===== src/rtl/ibc_pkg.sv =====
`timescale 1ns / 1ps

package ibc_pkg;

  // Sizing of the block.
  localparam int BANDS       = 3;
  localparam int INDEX_BITS  = 16;
  localparam int SAMPLE_BITS = 32;
  localparam int ACC_BITS    = 48;

  // Fixed widths of the interface fields.
  localparam int IN_BANDS    = 3;
  localparam int KIND_BITS   = 2;
  localparam int FIELD_INDEX = 16;
  localparam int FIELD_SAMP  = 32;
  localparam int MODE_BITS   = 2;
  localparam int CFG_DATA    = 2;
  localparam int CFG_ADDR    = 1;

  localparam int STORE_BANDS = (BANDS < IN_BANDS) ? BANDS : IN_BANDS;
  localparam int ROW_BITS    = STORE_BANDS * ACC_BITS + 1;
  localparam int NBINS       = 1 << INDEX_BITS;

  // Item kinds.
  localparam logic [KIND_BITS-1:0] KIND_ACC     = 2'd0;
  localparam logic [KIND_BITS-1:0] KIND_READ    = 2'd1;
  localparam logic [KIND_BITS-1:0] KIND_RESTART = 2'd2;

  // Combine modes.
  localparam logic [MODE_BITS-1:0] MODE_SUM = 2'd0;
  localparam logic [MODE_BITS-1:0] MODE_MAX = 2'd1;
  localparam logic [MODE_BITS-1:0] MODE_MIN = 2'd2;

  // Register indexes.
  localparam logic [CFG_ADDR-1:0] REG_COMBINE_MODE = 1'd0;
  localparam logic [CFG_ADDR-1:0] REG_INDEX_WIDE   = 1'd1;

  localparam logic [FIELD_INDEX-1:0] NARROW_HIGHEST = 16'd255;

  localparam logic signed [63:0] ACC_MAX64 = (64'sd1 <<< (ACC_BITS - 1)) - 64'sd1;
  localparam logic signed [63:0] ACC_MIN64 = -ACC_MAX64 - 64'sd1;
  localparam logic signed [ACC_BITS-1:0] ACC_MAX = ACC_BITS'(ACC_MAX64);
  localparam logic signed [ACC_BITS-1:0] ACC_MIN = ACC_BITS'(ACC_MIN64);

  typedef enum logic [1:0] {
    ST_CLEAR,
    ST_IDLE,
    ST_EXEC
  } ctl_state_t;

  typedef struct packed {
    logic capture;
    logic exec;
    logic clear;
  } dp_cmd_t;

  typedef struct packed {
    logic clear_last;
  } dp_status_t;

  // Takes the low sample bits as a signed value and clamps it to the
  // accumulator range.
  function automatic logic signed [ACC_BITS-1:0] to_acc(input logic [FIELD_SAMP-1:0] raw);
    logic signed [63:0] ext;
    logic signed [63:0] clamped;
    ext = 64'(signed'(raw[SAMPLE_BITS-1:0]));
    if (ext > ACC_MAX64) begin
      clamped = ACC_MAX64;
    end else if (ext < ACC_MIN64) begin
      clamped = ACC_MIN64;
    end else begin
      clamped = ext;
    end
    return ACC_BITS'(clamped);
  endfunction

  function automatic logic signed [ACC_BITS-1:0] sat_add(
    input logic signed [ACC_BITS-1:0] a,
    input logic signed [ACC_BITS-1:0] b
  );
    logic signed [ACC_BITS:0] sum;
    sum = {a[ACC_BITS-1], a} + {b[ACC_BITS-1], b};
    if (sum[ACC_BITS] != sum[ACC_BITS-1]) begin
      return sum[ACC_BITS] ? ACC_MIN : ACC_MAX;
    end
    return sum[ACC_BITS-1:0];
  endfunction

endpackage


===== src/rtl/ibc_ctrl.sv =====
`timescale 1ns / 1ps

module ibc_ctrl (
  input  logic               clk,
  input  logic               rst,
  input  logic               start,
  input  ibc_pkg::dp_status_t status,
  output ibc_pkg::dp_cmd_t   cmd,
  output logic               busy
);
  import ibc_pkg::*;

  ctl_state_t state;
  ctl_state_t state_next;

  always_ff @(posedge clk) begin
    if (rst) begin
      state <= ST_CLEAR;
    end else begin
      state <= state_next;
    end
  end

  always_comb begin
    state_next = state;
    unique case (state)
      ST_CLEAR: begin
        if (status.clear_last) begin
          state_next = ST_IDLE;
        end
      end
      ST_IDLE: begin
        if (start) begin
          state_next = ST_EXEC;
        end
      end
      ST_EXEC: begin
        state_next = ST_IDLE;
      end
      default: begin
        state_next = ST_CLEAR;
      end
    endcase
  end

  always_comb begin
    busy        = 1'b1;
    cmd.capture = 1'b0;
    cmd.exec    = 1'b0;
    cmd.clear   = 1'b0;
    unique case (state)
      ST_CLEAR: begin
        cmd.clear = 1'b1;
      end
      ST_IDLE: begin
        busy        = 1'b0;
        cmd.capture = start;
      end
      ST_EXEC: begin
        cmd.exec = 1'b1;
      end
      default: begin
        busy = 1'b1;
      end
    endcase
  end

endmodule


===== config.mk =====
export PLATFORM = sky130hd
export DESIGN_NAME = ibc_ctrl
export DESIGN_NICKNAME = d
export VERILOG_FILES = /design/src/rtl/ibc_pkg.sv /design/src/rtl/ibc_ctrl.sv
export SDC_FILE = /design/constraint.sdc
export NUM_CORES = 1
export LEC_CHECK = 0
export ABC_CLOCK_PERIOD_IN_PS = 900
export BUFFER_PORTS_ARGS = -buffer_cell sky130_fd_sc_hd__buf_2
export CAP_MARGIN = 20
export CORE_AREA = 4 4 41 43
export DETAILED_ROUTE_END_ITERATION = 7
export DIE_AREA = 0 0 45 47
export GPL_TIMING_DRIVEN = 0
export PLACE_DENSITY_LB_ADDON = 0.15
export RECOVER_POWER = 100
export SLEW_MARGIN = 20
export SYNTH_ARGS = -nofsm -noshare
export SYNTH_HDL_FRONTEND = slang
export SYNTH_SLANG_ARGS = --single-unit

===== constraint.sdc =====
create_clock -name clk -period 0.9 [get_ports clk]
set_input_delay 0.045 -clock clk [delete_from_list [all_inputs] [get_ports clk]]
set_output_delay 0.045 -clock clk [all_outputs]
set_load 0.1 [all_outputs]

== Yosys cells after proc, flatten, opt, wreduce, memory -nomap -nowiden ==
Index checks and enable logic that the tools add are counted.
Widths: inputs -> output; s select.

* Flip-flop bits (word level): 2
* Input port bits: 4
* Output and inout bits: 4
* Logic and storage cells: 14

* Equality and inequality tests: 4
* Mux-type cells: 7
* Reductions and logical operators: 2

{| class="wikitable"
|+ Operators by type and width
! cell !! number
|-
| $pmux 2 s3 || 1
|-
| $mux 1 || 4
|-
| $mux 2 || 2
|-
| $ne 2x2->1 const B || 2
|-
| $eq 2x1->1 const B || 1
|-
| $eq 2x2->1 const B || 1
|-
| $logic_not 2->1 || 1
|-
| $reduce_and 2->1 || 1
|}

== Logic depth before layout (Yosys ltp) ==
* Depth after elaboration: 3
* Mapped depth: 2
* Mapped depth without buffers: 2

== Worst setup path after synthesis ==
Ideal clock, no wire load.

* Kind: register to output
* From: reg state[1]
* To: out cmd[1] in the netlist's numbering
* Arrival time: 1.706 ns
* Data required time: 0.855 ns
* Path slack: -0.851 ns
* Cell stages (with the launch flop): 2
* Buffers on the path: 0
* Cell sequence: dfxtp_1 nor2b_1

{| class="wikitable"
|+ RTL lines
! what !! line !! RTL
|-
| start: declaration || ibc_ctrl.sv:13 || <nowiki>ctl_state_t state;</nowiki>
|-
| start signal: assignment || ibc_ctrl.sv:20 || <nowiki>state <= state_next;</nowiki>
|-
| end: declaration || ibc_ctrl.sv:8 || <nowiki>output ibc_pkg::dp_cmd_t cmd,</nowiki>
|}

==> results.cfg <==
[setup_path]
worstSetupStartpointType = flop
rr_startpoint = state[1]
required_ps = 850
worstRegToRegCells = 2
critical_path_class = reg2out
cp.arrival_ps = 1030
endpoint_kind = output pin
reg2reg_to = state[0]
rrSetupSlack_ps = 40
worstPathMaxFanout = 5

[detailed_routing]
wl_per_cell_microns = 8.51
detail_route.vias_per_cell = 3.14
vias = 110
firstDrtPassIters = 1
ant_nets = 0
drtIter0Drc = 0
totalWireLength_microns = 298
route.detailed.drc = 0

[yosys]
synth_cell_types = 8
synth_area_sq_um = 105
netlist_instances = 10
ys_warn_count = 0
seq_area_frac_synth = 0.381
syn_area_per_cell_sq_um = 10.5
ys_seq_elements = 2
syn_nets = 14

[timing]
hold_violations = 0
fmax_mhz = 929
tns_ps = -346
hold_ws_ps = 27.0
final.setup.worst_slack_ps = -177
maxSlewHeadroom = 0.850
skew_ps = 4.39
fin_crit_ps = 1080
tightest_slew_ps = 225
rsz0062_at_grt = yes
setup_viol = 4
min_period_over_period = 1.20
drv_slew = 0

[clock_network]
clk_path_buf_depth = 2
root_buffer = clkbuf_4
cts_setup_buffers = 0
clkLatencyLatePin_ps = 230
h-tree-depth = 1
cts.sinks = 2
cts_made_buffers = 3
cts_tree = done
path_clk_slew_ps = 30

[finish]
drive_gt1_frac = 0.850
diodes = 0
final_cell_count_no_fill = 35
design_area_sq_um = 253
syn_to_final_growth_pct = 140
top_register = state
largestRegisters = state x2
n_fill_cell = 151
post-route-util = 0.194
num-nets-final = 26
largest_reg_flops = 2

[floorplan]
die-area_sq_um = 2120
core_region_area_sq_um = 1300
die-height_microns = 47
start_util = 0.0808
chipWidth_microns = 45
num_rows = 13
io_pins = 8

[pwr]
power.switching_mw = 0.193
p_leak_nw = 0.101
p_int_mw = 0.321
peakVddDrop_mv = 0.755
clkPwrFrac = 0.388
power_density_nw_per_um2 = 2030
seq_power_share = 0.209
swShare = 0.376
p_total_mw = 0.514
combPwrFrac = 0.403

[run_status]
status = complete, but fails checks
failed_checks = negative setup slack

[min_path]
hold_end = state[1]
holdPathStages = 2
hp-class = in2reg
hp-start = rst

[global_routing]
gr-total-overflow = 0
grt_pass1_vias = 125
grt_max_degree = 6
antenna_found_initial = 0
grt_pass1_wl_microns = 476
grt_usage = 0.0402

[placed_design]
dpl_cell_area_sq_um = 178
dp.cells = 32
place_ws_ps = -176
io_buffers = 7
place.gp.congestion = 0.650
dp_hpwl_microns = 245

[run]
maxCapViolCount = 0
placed cells by master (no fill, tap or decap):
master	instances
buf_12	4
o32ai_1	1
or2_1	1
nor2_1	1
nand2b_2	1
buf_2	3
and3b_4	1
dfxtp_2	2
nor2b_4	2
clkbuf_4	3
nor2_2	1
critical path, stage by stage, from the launching register on:
cell	delay (ps)
dfxtp_2	330
and3b_4	310
buf_12	170
per-layer routing:
| layer | vias up | global-route usage | routed length [microns] |
|---|---|---|---|
| li1 | 54 | - | - |
| met5 | - | 0 | 0 |
| met2 | 7 | 0.0480 | 153 |
| met3 | 0 | 0.0575 | 46 |
| met4 | 0 | 0.0351 | 0 |
| met1 | 49 | 0.0294 | 98 |
cell type report:
cell class / instances / area [sq um] / area share
Tap cell: 15 / 18.8 / 0.0743
Timing Repair Buffer: 7 / 95.1 / 0.376
Clock buffer: 3 / 22.5 / 0.0891
Sequential cell: 2 / 42.5 / 0.168
Multi-Input combinational cell: 8 / 73.8 / 0.292
synth_stat cells (all sizes together):
cell | count | area (sq um)
dfxtp | 2 | 40.0
nor2 | 2 | 7.51
nor2b | 2 | 20.0
and3b | 1 | 8.76
nand2b | 1 | 6.26
o32ai | 1 | 16.3
or2 | 1 | 6.26
power by group through the flow:
stage / clock network, mW / registers (mW) / logic, mW
after floorplan: 0 / 0.107 / 0.135
after global placement: 0 / 0.110 / 0.160
after detailed placement: 0 / 0.109 / 0.161
after CTS: 0.213 / 0.108 / 0.214
after global routing: 0.224 / 0.110 / 0.212
final: 0.199 / 0.108 / 0.207
logic make-up (layout without fill, tap and decap cells):
family	Yosys count	after routing	share of synthesized area
AND/OR/NAND/NOR	7	7	0.464
flip-flops	2	2	0.381
buffers and inverters	0	10	0
AO/OA/AOI/OAI	1	1	0.155
worst max-delay path by stage:
stage	start	endpoint	slack [ps]	cells past startpoint
finish	state[1]	cmd[2]	-180	2
global route	state[1]	cmd[2]	-220	2
CTS	state[1]	cmd[2]	-190	2
detailed placement	state[1]	cmd[2]	-180	2
global placement	state[1]	cmd[2]	-180	2
floorplan	state[1]	state[0]	-270	2
timing repair:
item | 4_1_cts | 5_1_grt
gates resized for setup | 16 | 0
hold buffers | 0 | 0
setup endpoints to repair | 4 | 4
Power figures use the tool's default switching activity.
